--- config.mk ---
export PLATFORM = sky130hd
export DESIGN_NAME = sprite_rle_decoder
export DESIGN_NICKNAME = d
export VERILOG_FILES = /design/src/srle_pkg.sv /design/src/sprite_rle_decoder.sv /design/src/srle_core.sv
export SDC_FILE = /design/constraint.sdc
export NUM_CORES = 1
export LEC_CHECK = 0
export BUFFER_PORTS_ARGS = -buffer_cell sky130_fd_sc_hd__buf_2
export CORE_AREA = 5 5 99 147
export CTS_CLUSTER_DIAMETER = 60
export DETAILED_ROUTE_END_ITERATION = 8
export DIE_AREA = 0 0 104 152
export MAX_ROUTING_LAYER = met4
export PLACE_DENSITY = 0.72
export SETUP_SLACK_MARGIN = 0.02
export SLEW_MARGIN = 20
export SYNTH_ARGS = -nofsm -noshare
export SYNTH_HDL_FRONTEND = slang
export SYNTH_SLANG_ARGS = --single-unit
export TNS_END_PERCENT = 10
--- constraint.sdc ---
create_clock -name aclk -period 5.9 [get_ports aclk]
set_clock_uncertainty 0.05 [all_clocks]
set_input_delay 0.295 -clock aclk [delete_from_list [all_inputs] [get_ports aclk]]
set_output_delay 0.295 -clock aclk [all_outputs]
set_load 0.02 [all_outputs]
--- src/srle_pkg.sv ---
// Shared types and constants for the sprite run-length decoder.
// Used by srle_core and sprite_rle_decoder; depends on nothing else.
package srle_pkg;

    localparam int MAX_WIDTH = 1024;
    localparam int MAX_LINES = 1024;

    localparam int COL_W  = $clog2(MAX_WIDTH + 1);
    localparam int LINE_W = $clog2(MAX_LINES + 1);
    localparam int POS_W  = 10;
    localparam int EXT_W  = 11;
    localparam int CNT_W  = 7;

    localparam logic [POS_W-1:0] POS_MAX = 10'd1023;
    localparam logic [EXT_W-1:0] EXT_MAX = 11'd2047;

    typedef enum logic [1:0] {
        KIND_RUN = 2'd0,
        KIND_EOL = 2'd1,
        KIND_EOI = 2'd2
    } kind_t;

    typedef struct packed {
        logic             valid;
        kind_t            kind;
        logic [POS_W-1:0] x_start;
        logic [POS_W-1:0] line_number;
        logic [7:0]       run_length;
        logic [7:0]       color_index;
        logic             transparent;
        logic [EXT_W-1:0] extent_width;
        logic [EXT_W-1:0] extent_height;
    } result_t;

endpackage

--- src/sprite_rle_decoder.sv ---
// Top level of the sprite run-length decoder: input beat register, decoder
// core and output beat register. Depends on srle_pkg and srle_core.
//
// Usage: the slave channel takes one encoded byte per beat in s_tdata; a beat
// with s_tlast high ends the image, its byte is ignored and an end-of-image
// result with the extents follows. The master channel gives at most one
// result per input beat: m_tuser carries the kind (pixel run, end of line,
// end of image) and m_tdata the run and extent fields.
// cfg_wr_en writes cfg_wr_data into the background color register; write it
// only while no beat is in flight.
// Each result passes the input beat register and then the output beat
// register. Throughput: one input beat per cycle while the receiver does
// not stall, set by the single decode step between the two registers.
// Reset clears the decode state, the valid flags of both beat registers and
// the background color. When the receiver stalls, the output beat holds, one
// more input beat is taken into the input register, and s_tready then drops
// until the output beat is taken.
module sprite_rle_decoder import srle_pkg::*; (
    input  logic        aclk,
    input  logic        aresetn,
    input  logic        cfg_wr_en,
    input  logic [7:0]  cfg_wr_data,
    input  logic        s_tvalid,
    output logic        s_tready,
    input  logic [7:0]  s_tdata,   // [7:0] data_byte
    input  logic        s_tlast,   // end_of_image
    output logic        m_tvalid,
    input  logic        m_tready,
    // [9:0] x_start, [19:10] line_number, [27:20] run_length, [35:28] color_index,
    // [36] transparent, [47:37] extent_width, [58:48] extent_height, [63:59] zero
    output logic [63:0] m_tdata,
    output logic [1:0]  m_tuser    // [1:0] kind
);

    logic [7:0] bg_idx_reg;
    logic       in_valid_reg;
    logic [7:0] in_byte_reg;
    logic       in_eoi_reg;
    logic       out_valid_reg;
    result_t    out_res_reg;
    result_t    core_res;
    logic       advance;
    logic       step_en;

    assign advance  = !out_valid_reg || m_tready;
    assign s_tready = !in_valid_reg || advance;
    assign step_en  = in_valid_reg && advance;

    srle_core u_core (
        .aclk             (aclk),
        .aresetn          (aresetn),
        .step_en          (step_en),
        .data_byte        (in_byte_reg),
        .end_of_image     (in_eoi_reg),
        .background_index (bg_idx_reg),
        .result           (core_res)
    );

    always_ff @(posedge aclk) begin
        if (!aresetn) begin
            bg_idx_reg    <= 8'd0;
            in_valid_reg  <= 1'b0;
            out_valid_reg <= 1'b0;
        end else begin
            if (cfg_wr_en) begin
                bg_idx_reg <= cfg_wr_data;
            end
            if (s_tready) begin
                in_valid_reg <= s_tvalid;
            end
            if (advance) begin
                out_valid_reg <= step_en && core_res.valid;
            end
        end
    end

    always_ff @(posedge aclk) begin
        if (s_tvalid && s_tready) begin
            in_byte_reg <= s_tdata;
            in_eoi_reg  <= s_tlast;
        end
        if (step_en) begin
            out_res_reg <= core_res;
        end
    end

    assign m_tvalid = out_valid_reg;
    assign m_tuser  = out_res_reg.kind;
    assign m_tdata  = {5'd0,
                       out_res_reg.extent_height,
                       out_res_reg.extent_width,
                       out_res_reg.transparent,
                       out_res_reg.color_index,
                       out_res_reg.run_length,
                       out_res_reg.line_number,
                       out_res_reg.x_start};

endmodule

--- src/srle_core.sv ---
// Decode state and single-step opcode decoder for the sprite run-length decoder.
// Depends on srle_pkg for constants and the result type.
module srle_core import srle_pkg::*; (
    input  logic       aclk,
    input  logic       aresetn,
    input  logic       step_en,
    input  logic [7:0] data_byte,
    input  logic       end_of_image,
    input  logic [7:0] background_index,
    output result_t    result
);

    typedef enum logic [1:0] {
        MODE_OPCODE    = 2'd0,
        MODE_SKIP_LEN  = 2'd1,
        MODE_RUN_COLOR = 2'd2,
        MODE_LITERAL   = 2'd3
    } mode_t;

    localparam int SUM_W = COL_W + 9;

    mode_t             mode_reg,    mode_next;
    logic [CNT_W-1:0]  lit_reg,     lit_next;
    logic [CNT_W-1:0]  pend_reg,    pend_next;
    logic [COL_W-1:0]  col_reg,     col_next;
    logic [LINE_W-1:0] line_reg,    line_next;
    logic [COL_W-1:0]  widest_reg,  widest_next;

    logic [7:0]        run_len;
    logic [SUM_W-1:0]  col_sum;
    logic [COL_W-1:0]  col_sat;
    logic [31:0]       col_ext;
    logic [31:0]       line_ext;
    logic [31:0]       widest_ext;
    logic [POS_W-1:0]  x_clamp;
    logic [POS_W-1:0]  line_clamp;
    logic [EXT_W-1:0]  ew_clamp;
    logic [EXT_W-1:0]  eh_clamp;
    logic [CNT_W-1:0]  count;

    assign count      = data_byte[7:1];
    assign col_ext    = 32'(col_reg);
    assign line_ext   = 32'(line_reg);
    assign widest_ext = 32'(widest_reg);
    assign x_clamp    = (col_ext > 32'(POS_MAX)) ? POS_MAX : col_ext[POS_W-1:0];
    assign line_clamp = (line_ext > 32'(POS_MAX)) ? POS_MAX : line_ext[POS_W-1:0];
    assign ew_clamp   = (widest_ext > 32'(EXT_MAX)) ? EXT_MAX : widest_ext[EXT_W-1:0];
    assign eh_clamp   = (line_ext > 32'(EXT_MAX)) ? EXT_MAX : line_ext[EXT_W-1:0];

    always_comb begin
        unique case (mode_reg)
            MODE_SKIP_LEN:  run_len = data_byte;
            MODE_RUN_COLOR: run_len = {1'b0, pend_reg};
            MODE_LITERAL:   run_len = 8'd1;
            default:        run_len = 8'd0;
        endcase
    end

    assign col_sum = SUM_W'(col_reg) + SUM_W'(run_len);
    assign col_sat = (col_sum > SUM_W'(MAX_WIDTH)) ? COL_W'(MAX_WIDTH) : col_sum[COL_W-1:0];

    always_comb begin
        mode_next   = mode_reg;
        lit_next    = lit_reg;
        pend_next   = pend_reg;
        col_next    = col_reg;
        line_next   = line_reg;
        widest_next = widest_reg;
        result      = '0;
        result.kind = KIND_RUN;

        if (end_of_image) begin
            result.valid         = 1'b1;
            result.kind          = KIND_EOI;
            result.extent_width  = ew_clamp;
            result.extent_height = eh_clamp;
            mode_next   = MODE_OPCODE;
            lit_next    = '0;
            pend_next   = '0;
            col_next    = '0;
            line_next   = '0;
            widest_next = '0;
        end else begin
            unique case (mode_reg)
                MODE_SKIP_LEN: begin
                    mode_next = MODE_OPCODE;
                    if (data_byte != 8'd0) begin
                        result.valid       = 1'b1;
                        result.color_index = background_index;
                        result.transparent = 1'b1;
                    end
                end
                MODE_RUN_COLOR: begin
                    mode_next          = MODE_OPCODE;
                    pend_next          = '0;
                    result.valid       = 1'b1;
                    result.color_index = data_byte;
                end
                MODE_LITERAL: begin
                    result.valid       = 1'b1;
                    result.color_index = data_byte;
                    lit_next = (lit_reg != '0) ? lit_reg - 1'b1 : '0;
                    if (lit_next == '0) begin
                        mode_next = MODE_OPCODE;
                    end
                end
                default: begin
                    if (count == '0) begin
                        if (data_byte[0]) begin
                            mode_next = MODE_SKIP_LEN;
                        end else begin
                            result.valid       = 1'b1;
                            result.kind        = KIND_EOL;
                            result.x_start     = x_clamp;
                            result.line_number = line_clamp;
                            if (line_ext < 32'(MAX_LINES)) begin
                                line_next = line_reg + 1'b1;
                            end
                            col_next = '0;
                        end
                    end else if (data_byte[0]) begin
                        lit_next  = count;
                        mode_next = MODE_LITERAL;
                    end else begin
                        pend_next = count;
                        mode_next = MODE_RUN_COLOR;
                    end
                end
            endcase

            if (result.valid && result.kind == KIND_RUN) begin
                result.x_start     = x_clamp;
                result.line_number = line_clamp;
                result.run_length  = run_len;
                col_next           = col_sat;
                if (col_sat > widest_reg) begin
                    widest_next = col_sat;
                end
            end
        end
    end

    always_ff @(posedge aclk) begin
        if (!aresetn) begin
            mode_reg   <= MODE_OPCODE;
            lit_reg    <= '0;
            pend_reg   <= '0;
            col_reg    <= '0;
            line_reg   <= '0;
            widest_reg <= '0;
        end else if (step_en) begin
            mode_reg   <= mode_next;
            lit_reg    <= lit_next;
            pend_reg   <= pend_next;
            col_reg    <= col_next;
            line_reg   <= line_next;
            widest_reg <= widest_next;
        end
    end

endmodule
== After elaboration in Yosys (flattened, before gate mapping) ==
Index checks and enable logic that the tools add are counted.

* Reduce and logical (&&, ||, !) cells: 31
* Bitwise operators: 2
* $lt $le $gt $ge: 7
* Add/subtract/negate cells: 3
* Eq/ne operators: 14
* Mux-type cells: 45

{| class="wikitable"
|+ Operators with widths
! cell !! number
|-
| 11-bit 2-to-1 mux || 16
|-
| 7-bit 2-to-1 mux || 7
|-
| 23-bit 2-to-1 mux || 2
|-
| 22-bit 2-to-1 mux || 2
|-
| 28-bit 2-to-1 mux || 1
|-
| 7-bit one-hot mux with 2 select lines || 2
|-
| 8-bit one-hot mux with 3 select lines || 1
|-
| 11-bit by 10-bit greater-than comparator with 1-bit output, second input constant || 2
|-
| 11-bit greater-than comparator, second input constant || 2
|-
| 20-bit by 11-bit greater-than comparator with 1-bit output, second input constant || 1
|-
| 10-bit 2-to-1 mux || 2
|-
| 8-bit one-hot mux with 2 select lines || 1
|-
| 7-bit zero test || 2
|-
| 11-bit by 8-bit adder with 12-bit output || 1
|-
| 4-bit AND reduction || 3
|-
| 11-bit by 1-bit adder with 11-bit output, second input constant || 1
|-
| 11-bit greater-than comparator || 1
|-
| 11-bit < comparator, second input constant || 1
|-
| 2-bit OR reduction || 5
|-
| 9-bit 2-to-1 mux || 1
|-
| 3-bit by 1-bit inequality test with 1-bit output, second input constant || 3
|-
| 2-bit 2-to-1 mux || 4
|-
| 2-bit by 1-bit inequality test with 1-bit output, second input constant || 4
|-
| 2-bit nonzero test || 4
|-
| other kinds (21) || 33
|}

* Register bits after elaboration: 129
* Output and inout port bits: 68

== Depth between registers and ports, before layout ==
* Word-level depth: 10
* Depth in mapped cells: 24

== Modules after synthesis ==
A second synthesis with hierarchy kept.

* Cell total of the unflattened synthesis: 609
* Area total of the unflattened synthesis: 6264.8 sq um

{| class="wikitable"
|+ By module, submodules not included
! module !! cells an instance !! instances !! area an instance (sq um) !! sequential area each (sq um)
|-
| srle_core || 498 || 1 || 3731.1 || 980.9
|-
| sprite_rle_decoder || 111 || 1 || 2533.7 || 2302.2
|}

== Least setup slack after synthesis ==
No wires, ideal clock.

* Kind: reg2reg
* Start: reg u_core.mode_reg[1]
* End: reg u_core.widest_reg[0]
* Slack: 426 ps
* Arrival: 5307 ps
* Period minus slack after synthesis: 5474 ps
* Required time: 5733 ps
* Cell stages (with the launch flop): 25
* Path through: dfxtp_1 clkbuf_1 inv_1 ha_1 clkbuf_1 a221oi_1 nor2_1 ha_1 fa_1 and3_1 or3_1 a221oi_1 nand4_1 o31ai_1 nor2_1 nor2_1 ha_1 a21o_1 a21oi_1 nor2b_1 o31ai_1 a211oi_4 o2111a_1 buf_6 a22o_2

* Longest elaborated chain between the ends: 8
* Elaborated cells on any way between the ends: 22
* Classes of those cells: add/sub: 1; order compare: 2; eq/ne: 3; mux: 9; reduce/logical: 7

{| class="wikitable"
|+ Ends and longest elaborated chain
! element !! line !! source
|-
| from (decl) || srle_core.sv:22 || <nowiki>mode_t mode_reg, mode_next;</nowiki>
|-
| from (signal assigned) || srle_core.sv:152 || <nowiki>mode_reg <= mode_next;</nowiki>
|-
| 2-bit == test or 2-bit by 1-bit == test with 1-bit output (tied branches) || srle_core.sv:51 || <nowiki>unique case (mode_reg)</nowiki>
|-
| 8-bit one-hot mux with 3 select lines (*) || srle_core.sv:51 ||
|-
| net u_core.run_len[0] || srle_core.sv:29 || <nowiki>logic [7:0] run_len;</nowiki>
|-
| 11-bit by 8-bit adder with 12-bit output (*) || srle_core.sv:59 || <nowiki>assign col_sum = SUM_W'(col_reg) + SUM_W'(run_len);</nowiki>
|-
| 20-bit by 11-bit greater-than comparator with 1-bit output || srle_core.sv:60 || <nowiki>assign col_sat = (col_sum > SUM_W'(MAX_WIDTH)) ? COL_W'(MAX_WIDTH) : col_sum[COL_W-1:0];</nowiki>
|-
| 11-bit 2-to-1 mux (*) || srle_core.sv:60 ||
|-
| 11-bit greater-than comparator or 11-bit 2-to-1 mux (tied branches) || srle_core.sv:136 || <nowiki>if (col_sat > widest_reg) begin</nowiki>
|-
| 2-bit nonzero test (no line) or 11-bit 2-to-1 mux (tied branches) || -- ||
|-
| 3-bit AND reduction (no line) or 11-bit 2-to-1 mux (tied branches) || -- ||
|-
| to (signal assigned) || srle_core.sv:157 || <nowiki>widest_reg <= widest_next;</nowiki>
|-
| to (decl) || srle_core.sv:27 || <nowiki>logic [COL_W-1:0] widest_reg, widest_next;</nowiki>
|}

Mark *: on every way through the listed nets, which the timed path passes. The rest lies on a longest branch. The select of a mux whose other input is x is not followed.
A chain may end at the register's enable or synchronous reset.

== Worst setup path after layout ==
* Start: reg u_core.mode_reg[1]
* End: reg u_core.widest_reg[2]

Same word-level chain as after synthesis.

==> reports/results.txt <==
Placement Cell Area: 0.006894 mm²
Synth async-reset ratio: 0%
Reg2reg start: u_core.mode_reg[1]$_SDFFE_PN0P_
Vias in the first global route: 4982
GP Congestion: 0.9492
Slew margin rel.: 35.67%
Multi-input logic area: 0.002806 mm²
Synth Register Bits: 129
Fin crit share: 92.92%
DR pass1 iterations: 5
Vias/cell: 5.582
Setup Viol. Count Final: 0
Area contributors post-synth: edfxtp_1, dfxtp_1, ha_1
Fin Setup TNS: 0 ps
Die area: 0.01581 mm²
Worst-Skew Late Latency: 410 ps
Htree depth: 4
Max Cap Violations: 0
Power Total: 2.213 mW
RSZ-0062 raised after global routing: false
Ys Warns: 0
Met2 Use GR: 35.01%
Initial antenna violation count: 0
CP Launch Type: register
Yosys cell types: 57
Number of flip-flops in the largest register: 59
Num Clock Sinks: 129
Met1 Usage GRT: 21.55%
Post-synth top cells: edfxtp_1, nor2_1, dfxtp_1
# diodes: 0
Max VDD drop: 0.1900 mV
Leakage: 2.997 nW
Root Buffer: clkbuf_16
Core area: 0.01327 mm²
Cell count after synthesis: 610
Critical Path Fanout Max: 12
Area grow syn2layout: 19.35%
Gr ovfl total: 0
Leading area contributor after synthesis: edfxtp_1
Final HPWL DP: 11.35 mm
Core Util, Final: 57.20%
HP Start: s_tdata[3]
Postcts setup bufs: 0
Met3 Usage GRT: 5.263%
Starting DRT DRC Count: 215
Share of cells above drive strength 1: 20.65%
# IOs: 90
Hold Crit Class: in2reg
WP data arrival: 5730 ps
Critical Path Sink Type: register
Final std cell area, no fill: 0.007592 mm²
TritonCTS clock tree: done
Most common cell in the netlist: edfxtp_1
DRT Wirelength: 15.59 mm
Final hold violation count: 0
Fin crit period: 5482 ps
Routed wire per std cell: 17.84 µm
Routed Antenna Nets: 0
First-pass GRT wire length: 25.36 mm
Seq/Total Area, Yosys: 51.61%
Largest net degree at the start of global routing: 43
Synth top area share: 33.04%
EDFF count, synth: 70
Mapped cell area: 0.006361 mm²
Clk pin slew, worst setup/hold paths: 60 ps
Worst Setup SP: u_core.mode_reg[1]$_SDFFE_PN0P_
Worst-Margin Slew: 956.8 ps
PD cells: 291.5 mW/mm²
DIE WIDTH: 104 µm
# nets final: 749
Port buffer count: 84
CTS Buf Count: 17
Status: completed
Vias: 4879
GRT Resource Usage Total: 20.32%
Syn_area_per_cell: 10.43 µm²
Busiest grt layer: met2
Fmax: 0.1824 GHz
Final Max Tran Viols: 0
Die Span Y: 152 µm
Register area: 0.003284 mm²
Worst Path Required: 6150 ps
Initial Utilization: 47.93%
Most used DFF post-synth: edfxtp_1
Row Count: 52
Filler instances: 1159
Longest Clk Path Bufs: 2
Drc violations: 0
Crit Path Class: reg2reg
[worst max-delay path, cell delays in order, from the launching register on]
cell      delay, ps
dfxtp_2         450
inv_1           120
ha_1            320
a221oi_1        350
nor2_1          110
ha_1            250
fa_1            430
and3_1          210
or3_1           370
a221oi_1        280
nand4_1         190
nor4_2          310
nor2_1          150
nor2_1          110
ha_1            240
a21o_1          180
a21oi_1         140
nor2b_1          70
o31ai_2         320
a211oi_4        120
o2111a_1        310
a22o_2          300
[cell families after synthesis]
logic type / count (synthesis) / share of synthesized area (%)
AND/OR/NAND/NOR: 204 / 16.40
AO/OA/AOI/OAI: 150 / 17.53
flip-flops: 129 / 51.61
buffers and inverters: 70 / 4.661
adder cells (fa/ha/maj): 28 / 5.625
XOR/XNOR: 16 / 2.203
multiplexers: 12 / 1.908
other: 1 / 0.05895
[metrics by stage]
step           hold slack, ps  instances  setup slack, ps
3_3_place_gp            415.4        834            353.5
5_1_grt                 3.597        874            42.29
3_5_place_dp            412.9        834            194.0
4_1_cts                0.7443        874            178.6
6_report                8.450        874            417.5
2_1_floorplan           343.9        614            426.2
[final cells by class]
type | instances | share of cell area (%)
Clock inverter | 14 | 2.340
Timing Repair Buffer | 99 | 7.284
Sequential cell | 129 | 43.26
Multi-Input combinational cell | 415 | 36.96
Tap cell | 162 | 2.670
Inverter | 37 | 1.829
Clock buffer | 18 | 5.653
[cell usage in the layout, fill, tap and decap left out, types with 4 or more instances in the layout]
master and count:
buf_2 84, nand2_1 33, and2_1 11, nand2b_1 11, a21boi_1 4, nor2b_1 25
nor3_1 12, xnor2_1 8, a21boi_0 22, and3_1 13, nor2_1 64, ha_1 27
a21o_1 7, xor2_1 8, inv_1 35, buf_4 7, conb_1 5, inv_6 4
o21ai_0 10, nand4_1 6, nand3_1 13, dfxtp_1 58, o211ai_1 14, mux2i_1 11
o21a_1 19, dlygate4sd3_1 8, edfxtp_1 70, a21oi_1 20, clkbuf_16 17, a22oi_1 19
a22o_2 10
[metal layers]
metal / share of wire [%] / routed length [µm]
met5: 0 / 0
met4: 4.0 / 622
met3: 5.5 / 850
met2: 52 / 8154
met1: 38 / 5962
[repair_timing]
action                     in CTS  in global routing
setup endpoints to repair       0                 11
hold endpoints to repair        8                  0
resized for setup               0                  3
hold buffers                    8                  0
[power breakdown]
group	internal, mW	switching (mW)
combinational	0.0497	0.0971
clock	0.670	0.406
sequential	0.973	0.0172
total	1.69	0.520
[path summary, 6_finish.rpt]
| kind | endpoint | slack [ps] | cells past startpoint |
|---|---|---|---|
| min | in_byte_reg[3]$_DFFE_PP_ | 8 | 1 |
| min reg2reg | u_core.widest_reg[6]$_SDFFE_PN0P_ | 430 | 1 |
| max reg2reg | u_core.widest_reg[2]$_SDFFE_PN0P_ | 420 | 21 |
| max | u_core.widest_reg[2]$_SDFFE_PN0P_ | 420 | 21 |
No activity file was read; power rests on OpenSTA's default activity.
